[src/rtl/rv32ie_pkg.sv]
`default_nettype none
package rv32ie_pkg;

    localparam int unsigned MemBytesDefault = 65536;
    localparam int unsigned ShamtW = 5;

    typedef enum logic [5:0] {
        OP_ADD   = 6'd0,  OP_ADDI  = 6'd1,  OP_AND   = 6'd2,  OP_ANDI  = 6'd3,
        OP_OR    = 6'd4,  OP_ORI   = 6'd5,  OP_XOR   = 6'd6,  OP_XORI  = 6'd7,
        OP_SUB   = 6'd8,  OP_SLL   = 6'd9,  OP_SLLI  = 6'd10, OP_SRL   = 6'd11,
        OP_SRLI  = 6'd12, OP_SRA   = 6'd13, OP_SRAI  = 6'd14, OP_SLT   = 6'd15,
        OP_SLTU  = 6'd16, OP_SLTI  = 6'd17, OP_SLTIU = 6'd18, OP_BEQ   = 6'd19,
        OP_BNE   = 6'd20, OP_BLT   = 6'd21, OP_BGE   = 6'd22, OP_BLTU  = 6'd23,
        OP_BGEU  = 6'd24, OP_LB    = 6'd25, OP_LH    = 6'd26, OP_LW    = 6'd27,
        OP_LBU   = 6'd28, OP_LHU   = 6'd29, OP_SW    = 6'd30, OP_SB    = 6'd31,
        OP_SH    = 6'd32, OP_JAL   = 6'd33, OP_JALR  = 6'd34, OP_LUI   = 6'd35,
        OP_AUIPC = 6'd36, OP_ECALL = 6'd37, OP_NOP   = 6'd38
    } t_op;

    typedef enum logic [1:0] {
        SZ_B = 2'd0,
        SZ_H = 2'd1,
        SZ_W = 2'd2
    } t_size;

    typedef struct packed {
        logic        rd_en;
        logic        wr_en;
        t_size       size;
        logic [31:0] addr;
        logic [31:0] wdata;
    } t_dmem_req;

    typedef struct packed {
        logic        en;
        logic [4:0]  addr;
        logic [31:0] data;
    } t_rf_wr;

    typedef struct packed {
        logic       rd_en;
        logic [4:0] addr_a;
        logic [4:0] addr_b;
    } t_rf_rd;

endpackage
`default_nettype wire

[src/rtl/rv32ie_regfile.sv]
`default_nettype none
module rv32ie_regfile
    import rv32ie_pkg::*;
(
    input  wire logic        i_clk,
    input  wire logic        i_rst_n,
    input  wire t_rf_rd      i_rd,
    input  wire t_rf_wr      i_wr,
    output logic [31:0]      o_qa,
    output logic [31:0]      o_qb
);

    logic [31:0] mem [32];
    logic [31:0] r_ok;
    logic [31:0] r_qa;
    logic [31:0] r_qb;
    logic        r_oka;
    logic        r_okb;

    always_ff @(posedge i_clk) begin
        if (i_wr.en) begin
            mem[i_wr.addr] <= i_wr.data;
        end
        if (i_rd.rd_en) begin
            r_qa <= mem[i_rd.addr_a];
            r_qb <= mem[i_rd.addr_b];
        end
    end

    always_ff @(posedge i_clk) begin
        if (!i_rst_n) begin
            r_ok  <= '0;
            r_oka <= 1'b0;
            r_okb <= 1'b0;
        end else begin
            if (i_wr.en) begin
                r_ok[i_wr.addr] <= 1'b1;
            end
            if (i_rd.rd_en) begin
                r_oka <= r_ok[i_rd.addr_a];
                r_okb <= r_ok[i_rd.addr_b];
            end
        end
    end

    assign o_qa = r_oka ? r_qa : '0;
    assign o_qb = r_okb ? r_qb : '0;

endmodule
`default_nettype wire

[config.mk]
export PLATFORM = sky130hd
export DESIGN_NAME = rv32ie_regfile
export DESIGN_NICKNAME = d
export VERILOG_FILES = /design/src/rtl/rv32ie_pkg.sv /design/src/rtl/rv32ie_regfile.sv
export SDC_FILE = /design/constraint.sdc
export NUM_CORES = 1
export LEC_CHECK = 0
export BUFFER_PORTS_ARGS = -buffer_cell sky130_fd_sc_hd__buf_4
export CORE_ASPECT_RATIO = 1.1
export CORE_MARGIN = 8
export CORE_UTILIZATION = 23
export DETAILED_ROUTE_END_ITERATION = 6
export GPL_ROUTABILITY_DRIVEN = 0
export PLACE_DENSITY = 0.41
export SLEW_MARGIN = 15
export SYNTH_ARGS = -nofsm -noshare
export SYNTH_HDL_FRONTEND = slang
export SYNTH_SLANG_ARGS = --single-unit
[constraint.sdc]
create_clock -name i_clk -period 5.8 [get_ports i_clk]
set_clock_uncertainty 0.15 [all_clocks]
set_input_delay 0 -clock i_clk [delete_from_list [all_inputs] [get_ports i_clk]]
set_output_delay 0 -clock i_clk [all_outputs]
set_load 0.01 [all_outputs]
* Word-level counts from Yosys, hierarchy flattened
Memory sizes are Yosys's and may differ from the RTL's. A register that Yosys moved wholly into a read port is not among the register bits.
Index checks and enable logic that the tools add are counted.
** Operators by class
- Bitwise logic cells :: 1
- Reduce and logical (&&, ||, !) cells :: 1
- Muxes and demuxes :: 10
- Magnitude comparators :: 4
** Operators by type and width (count)
- 32-bit 2-to-1 mux :: 2
- 32-bit bitwise OR :: 1
- 5-bit by 6-bit < comparator with 1-bit output (second input constant) :: 3
- 1-bit binary-select mux with 5-bit select :: 2
- 1-bit demux with 5-bit select :: 1
- 5-bit by 1-bit >= comparator with 1-bit output (second input constant) :: 1
- 1-bit 2-to-1 mux :: 5
- 1-bit logical AND :: 1
** Storage, ports and cells
- Flip-flop bits (word level) :: 34
- Word-level logic and storage cells :: 20
- Memories kept :: 1
- Memory bits (writable) :: 1024
- Input port bits :: 51
- Output and inout port bits :: 64
** Memory list
- mem :: depth 32, bits a word 32, read ports 2, clocked after Yosys merged registers in 2, write ports 1, line rv32ie_regfile.sv:13 : logic [31:0] mem [32];

* Logic depth before layout (Yosys ltp)
Gate-level depths: netlist of run 1.
- Depth in word-level cells :: 5
- Gate-level depth with buffers :: 9
- Gate-level depth less buffers :: 5

* Worst setup path after synthesis of run 1
OpenSTA, ideal clock, no wires.
- Path type :: input to register
- Start point :: input i_wr[32] in the netlist's numbering
- End point :: memory mem[12][0] (enable)
- Stages :: 3
- Path slack :: 3183 ps
- Required time :: 5227 ps
- Buffers on the path :: 1
- Data arrival time :: 2044 ps
- Setup time :: 423 ps
- Cell sequence :: or3b_2 clkbuf_1 nor2_1
** RTL lines
- start, declared :: line rv32ie_regfile.sv:8 : input wire t_rf_wr i_wr,
- end, declared :: line rv32ie_regfile.sv:13
Straight into the memory's write port.

* Final worst setup path of run 1
- Start point :: input i_wr[34] in the netlist's numbering
- End point :: memory mem[11][3] (enable)
Straight into the memory's write port.

==> reports/qor.yml, run 1 <==
run_status:
  status: "finished clean"
routing:
  drt-pass1-iter-count: 5
  drtIter0Drc: 2400
  route.detailed.drc: 0
  wl_per_cell_microns: 30.9
  ant_nets: 0
  via_count: 25799
  wl_microns: 169000
  vias_per_cell: 4.73
logic_synthesis:
  ys_seq_elements: 1122
  synth_cell_types: 27
  ys_warn_count: 0
  yosysMostFrequentCell: "edfxtp_1"
  synthTopCellsByArea: "edfxtp_1 (64%), mux4_2 (28%), mux2_2 (1.4%)"
  synth_nets: 2268
  synth_adder_area_share: 0
  syn_area_sq_um: 50700
  avgSynthCellArea_sq_um: 22.9
  netlist.area_leader.share: 0.644
  synthFlopType: "edfxtp_1"
  synth-compound-area-share: 0.00727
  synth_area_leader_cell: "edfxtp_1"
  ys_top_cells_by_count: "edfxtp_1 (1088), mux4_2 (640), clkbuf_1 (74)"
  yosys.area_share.simple: 0.0151
  synth_top_family_by_area: "multiplexers"
  synthArstFlopShare: 0
  ys_seq_area_frac: 0.657
  synth_edf_count: 1088
  synth-xor-area-share: 0
  syn_inst: 2217
  post_synth_mux_area_share: 0.305
grt:
  grt_pass1_wl_microns: 234000
  grt_max_degree: 90
  antenna_found_initial: 9
  overflow: 0
  track_usage: 0.140
  grt_use_met3: 0.0217
  grt_util_met2: 0.248
  grt_use_met1: 0.177
  busiest_layer: "met2"
  grt_pass1_vias: 28393
run:
  max-cap-violations: 0
die:
  die_h_microns: 509
  ioPinCount: 115
  initial_utilization: 0.230
  fp-row-count: 181
  coreArea_sq_um: 220000
  fp.dieW_microns: 464
  dieArea_sq_um: 236000
setup_path:
  r2r_cells: 3
  r2r-end: "r_qa[27]"
  cp.arrival_ns: 3.38
  worstPathMaxFanout: 18
  cp_data_required_time_ns: 6.04
  end_kind: "flop"
  worstSetupPathType: "in -> reg"
  worstReg2RegStart: "mem[27][27]"
  r2r_setup_slack_ns: 3.62
  startpoint_type: "primary input"
timing:
  fin_crit_ns: 3.15
  rsz0062_at_grt: "no"
  fmax_ghz: 0.318
  tns_ns: 0
  worst_pin_slew_ns: 1.16
  timing.final.ws_setup_ns: 2.65
  hold_violations: 0
  period_share: 0.542
  relSlewSlack: 0.228
  finalMaxSlewViolations: 0
  whs_ns: 0.0547
  setup_violations: 0
clocking:
  numCtsBuffers: 130
  clk_path_buf_depth: 3
  clockRootBuffer: "clkbuf_16"
  cts_setup_buffers: 0
  h-tree-depth: 4
  cts_tree: "built"
  cts.sinks: 1122
  clkTransAtPathRegs_ns: 0.06
  clk_latency_ns: 0.77
layout:
  seqCellArea_sq_um: 33400
  multi_input_area_sq_um: 16800
  drive_gt1_frac: 0.434
  fillers: 21628
  synthToLayoutAreaGrowth_pct: 18.2
  finalNonFillerCells: 5454
  fin_nets: 2469
worst_hold_path:
  min_path_type: "in -> reg"
  worstHoldPathCells: 3
  hold_start: "i_rd[2]"
  hold_end: "r_qb[20]"
placement:
  post-place-ws_ns: 2.60
  dp.cells: 5161
  numPortBuffers: 114
  dpl.hpwl_microns: 91500
power:
  power_density_nw_per_um2: 308
  p_leak_nw: 18.2
  vdd_drop_max_mv: 0.298
-- layer usage --
metal  wire length (microns)  share of wire
met5                      27        0.00016
met4                    4670          0.028
met3                    6840          0.041
met2                   87400           0.52
met1                   69500           0.41
-- how the worst max path moves through the flow --
stage | startpoint | to | slack, ns
after global routing | i_wr[34] | mem[11][3] | 2.66
after floorplan | i_wr[32] | mem[12][0] | 3.18
after global placement | i_rd[0] | r_qb[12] | 2.64
after CTS | i_wr[34] | mem[11][3] | 2.70
final | i_wr[34] | mem[11][3] | 2.65
after detailed placement | i_wr[33] | mem[1][5] | 2.60
-- what timing repair did --
action	4_1_cts	5_1_grt
gates resized for setup	0	0
hold buffers	53	0
hold endpoints to repair	1404	0
-- cell type report --
type                            instances  area share
Antenna cell                            6    0.000250
Clock buffer                          167      0.0587
Clock inverter                         67     0.00809
Multi-Input combinational cell        928       0.281
Sequential cell                      1122       0.556
Tap cell                             2928      0.0611
Timing Repair Buffer                  236      0.0353
-- where the power goes --
| part | internal, mW | leakage [nW] | total [mW] | switching, mW |
|---|---|---|---|---|
| clock network | 4.47 | 1.95 | 7.86 | 3.39 |
| logic | 0.689 | 6.14 | 1.47 | 0.777 |
| registers | 9.05 | 10.1 | 9.12 | 0.0741 |
-- logic make-up (layout without fill, tap and decap cells) --
logic type	after synthesis	count (layout)
buffers and inverters	167	470
AOI/OAI and AO/OA	52	52
muxes	736	736
other	0	6
DFF	1122	1122
and+or+nand+nor	140	140
-- worst max-delay path, stage by stage --
cell and delay, ns:
dlygate4sd3_1 0.58, buf_4 0.18, or3b_2 0.47, dlygate4sd3_1 0.72
nor2_4 0.79, buf_4 0.60
-- cell usage in the layout, fill, tap and decap left out, types with 5 or more instances in the layout --
master / count
nand2_1: 11
nor2_4: 32
clkbuf_16: 135
buf_4: 164
clkinv_2: 12
dfxtp_1: 32
a21oi_1: 6
buf_12: 14
and2_1: 66
dlygate4sd3_1: 52
edfxtp_1: 1088
mux2i_1: 32
nand3_1: 9
o21a_1: 32
mux2_2: 64
nand3b_1: 5
a22oi_1: 7
diode_2: 6
clkbuf_1: 30
mux4_2: 640
clkinv_1: 36
inv_6: 7
-- sequential cells by signal, indices dropped and copies added, names as in the netlist --
| register | cells |
|---|---|
| r_oka | 1 |
| r_qb | 32 |
| r_qa | 32 |
| r_okb | 1 |
| mem | 1024 |
| r_ok | 32 |
-- through the flow --
stage | total power, mW | instance area [sq um] | util
5_1_grt | 19.0 | 60000 | 0.272
2_1_floorplan | 10.1 | 50700 | -
3_5_place_dp | 10.8 | 55400 | 0.252
4_1_cts | 18.7 | 60000 | 0.272
6_report | 18.4 | 60000 | 0.272
3_3_place_gp | 10.8 | 55400 | 0.252
No activity file was read; power rests on OpenSTA's default activity.
==> run 2: changes to the inputs <==
--- a/config.mk
+++ b/config.mk
@@ -5,6 +5,7 @@
 export SDC_FILE = /design/constraint.sdc
 export NUM_CORES = 1
 export LEC_CHECK = 0
+export ABC_AREA = 1
 export BUFFER_PORTS_ARGS = -buffer_cell sky130_fd_sc_hd__buf_4
 export CORE_ASPECT_RATIO = 1.1
 export CORE_MARGIN = 8
==> constraint.sdc (replaced) <==
create_clock -name i_clk -period 3.3 [get_ports i_clk]
set_clock_uncertainty 0.15 [all_clocks]
set_input_delay 0 -clock i_clk [delete_from_list [all_inputs] [get_ports i_clk]]
set_output_delay 0 -clock i_clk [all_outputs]
set_load 0.01 [all_outputs]
==> reports/qor.yml, run 2 <==
logic_synthesis:
  synth_edf_count: 1088  # unchanged
  ys_top_cells_by_count: "nand2_1 (2064), edfxtp_1 (1088), nor2_1 (577)"
  synth_area_leader_cell: "edfxtp_1"
  ys_seq_elements: 1122  # unchanged
  ys_seq_area_frac: 0.601  # -0.0560
  synthArstFlopShare: 0  # unchanged
  synth_nets: 6122  # +170%
  avgSynthCellArea_sq_um: 9.14  # -60%
  syn_inst: 6071  # +170%
  netlist.area_leader.share: 0.589  # -0.0548
  synthFlopType: "edfxtp_1"
  syn_area_sq_um: 55500  # +9.3%
  synthTopCellsByArea: "edfxtp_1 (59%), nand2_1 (14%), nand3_1 (4.7%)"
  ys_warn_count: 0  # unchanged
  yosysMostFrequentCell: "nand2_1"
  synth_cell_types: 22  # -19%
power:
  power_density_nw_per_um2: 524  # +70%
  p_leak_nw: 24.3  # +33%
  total_power_mw: 34.1  # +85%
  power_frac_clock: 0.426  # about the same
  p_sw_frac: 0.261  # +0.0313
  p_seq_frac: 0.470  # -0.024
  power_switching_mw: 8.92  # +110%
  power.internal_mw: 25.2  # +78%
  vdd_drop_max_mv: 0.557  # +87%
  pwr-share-comb: 0.104  # +0.025
clocking:
  clk_latency_ns: 0.79  # +0.02 ns
  cts_hold_buf: 60  # +13%
  cts_tree: "built"
  ctsResizeCount: 0  # unchanged
  h-tree-depth: 4  # unchanged
  cts_setup_buffers: 0  # unchanged
  clk_path_buf_depth: 3  # unchanged
  numCtsBuffers: 135  # +3.8%
  cts.sinks: 1122  # unchanged
  clockRootBuffer: "clkbuf_16"
  clkTransAtPathRegs_ns: 0.06  # about the same
layout:
  max_flop_register: "mem"
  final_cell_mix: "nand2_1 (2064), edfxtp_1 (1088), nor2_1 (545), nand3_1 (522), a21oi_1 (439)"
  layout_commonest_cell: "nand2_1"
  largest_reg_flops: 1024  # unchanged
  fin_nets: 6153  # +150%
  fillers: 25017  # +16%
  synthToLayoutAreaGrowth_pct: 17.5
  drive_gt1_frac: 0.0875  # -0.346
timing:
  worst_pin_slew_ns: 1.17  # +0.0123 ns
  setup_violations: 0  # unchanged
  rsz0062_at_grt: "no"
  tns_ns: 0  # unchanged
  relSlewSlack: 0.219  # -0.00892
  fin_crit_ns: 2.92
  finalMaxSlewViolations: 0  # unchanged
  hold_violations: 0  # unchanged
  fmax_ghz: 0.343
  timing.final.ws_setup_ns: 0.385  # -2.27 ns
  period_share: 0.883
routing:
  wl_per_cell_microns: 25.5  # -18%
  via_count: 46317  # +80%
  wl_microns: 238000  # +41%
  vias_per_cell: 4.95  # +4.6%
  route.detailed.drc: 0  # unchanged
  drt-pass1-iter-count: 7  # +2
  drtIter0Drc: 4171  # +74%
  ant_nets: 0  # unchanged
grt:
  track_usage: 0.178  # +0.0383
  grt_pass1_wl_microns: 338000  # +44%
  antenna_found_initial: 15  # +6
  overflow: 0  # unchanged
  grt_pass1_vias: 45028  # +59%
  grt_max_degree: 120  # +33%
die:
  ioPinCount: 115  # unchanged
  fp.dieW_microns: 484  # +4.4%
  coreArea_sq_um: 240000  # +9.1%
  dieArea_sq_um: 257000  # +9.0%
  fp-row-count: 189  # +4.4%
  initial_utilization: 0.231  # +0.000355
  die_h_microns: 531  # +4.4%
run:
  max-cap-violations: 0  # unchanged
placement:
  dpl.hpwl_microns: 137000  # +50%
  numPortBuffers: 114  # unchanged
  post-place-ws_ns: 0.713  # -1.89 ns
setup_path:
  worstSetupPathType: "in -> reg"
  worstPathMaxFanout: 87  # +69
  cp_data_required_time_ns: 3.86  # -2.18 ns
  end_kind: "flop"
  startpoint_type: "primary input"
  cp.arrival_ns: 3.48  # +0.10 ns
worst_hold_path:
  min_path_type: "in -> reg"
run_status:
  status: "finished clean"
run 2: worst max-delay path: stages:
cell and delay (ns):
dlygate4sd3_1 0.59, buf_8 0.24, inv_8 0.58, buf_4 0.60, nand2_1 0.10, nand3_1 0.10
nand3_1 0.08, nand2_1 0.09, nand2_1 0.08, nand3_1 0.11, nand2_1 0.06, a21oi_1 0.12
dlygate4sd3_1 0.56
run 2: logic make-up after synthesis:
| group | count (synthesis) | synth area share |
|---|---|---|
| AOI/OAI and AO/OA | 1156 | 0.120 |
| buffers and inverters | 618 | 0.0517 |
| DFF | 1122 | 0.601 |
| and+or+nand+nor | 3175 | 0.227 |
run 2: routing by layer:
metal	global-route usage	vias up	share of wire
li1	-	20961	-
met1	0.227	23195	0.42
met2	0.299	1716	0.47
met3	0.0234	435	0.053
met4	0.0887	10	0.054
met5	0	-	0.00026
run 2: area by class of cell:
class,instances,area (sq um),area share
Antenna cell,5,12.5,0.000192
Clock buffer,173,3700,0.0567
Clock inverter,68,503,0.00772
Inverter,157,637,0.00977
Multi-Input combinational cell,4331,19500,0.299
Sequential cell,1122,33400,0.512
Tap cell,3151,3940,0.0605
Timing Repair Buffer,355,3550,0.0545
run 2: worst paths after layout:
| kind | from | end | slack (ns) | cells past startpoint |
|---|---|---|---|---|
| max reg2reg | mem[30][21] | r_qa[21] | 1.25 | 7 |
| max | i_rd[5] | r_oka | 0.38 | 13 |
| min | i_wr[2] | mem[20][2] | 0.06 | 2 |
| min reg2reg | r_ok[23] | r_ok[23] | 0.35 | 2 |
run 2: power by group through the flow:
stage | Combinational [mW] | Sequential [mW] | Clock (mW)
after floorplan | 1.93 | 16.3 | 0
after global placement | 3.47 | 16.4 | 0
after detailed placement | 3.47 | 16.3 | 0
after CTS | 3.55 | 16.1 | 14.8
after global routing | 3.83 | 16.1 | 15.4
final | 3.54 | 16.1 | 14.5
run 2: metrics by stage:
stage	instances	hold slack, ns	util	cell area [sq um]
2_1_floorplan	6071	-0.0565	-	55500
3_3_place_gp	9056	0.158	0.251	60400
3_5_place_dp	9056	0.158	0.251	60400
4_1_cts	9357	0.00155	0.271	65200
5_1_grt	9359	0.0372	0.271	65200
6_report	9362	0.0559	0.271	65200
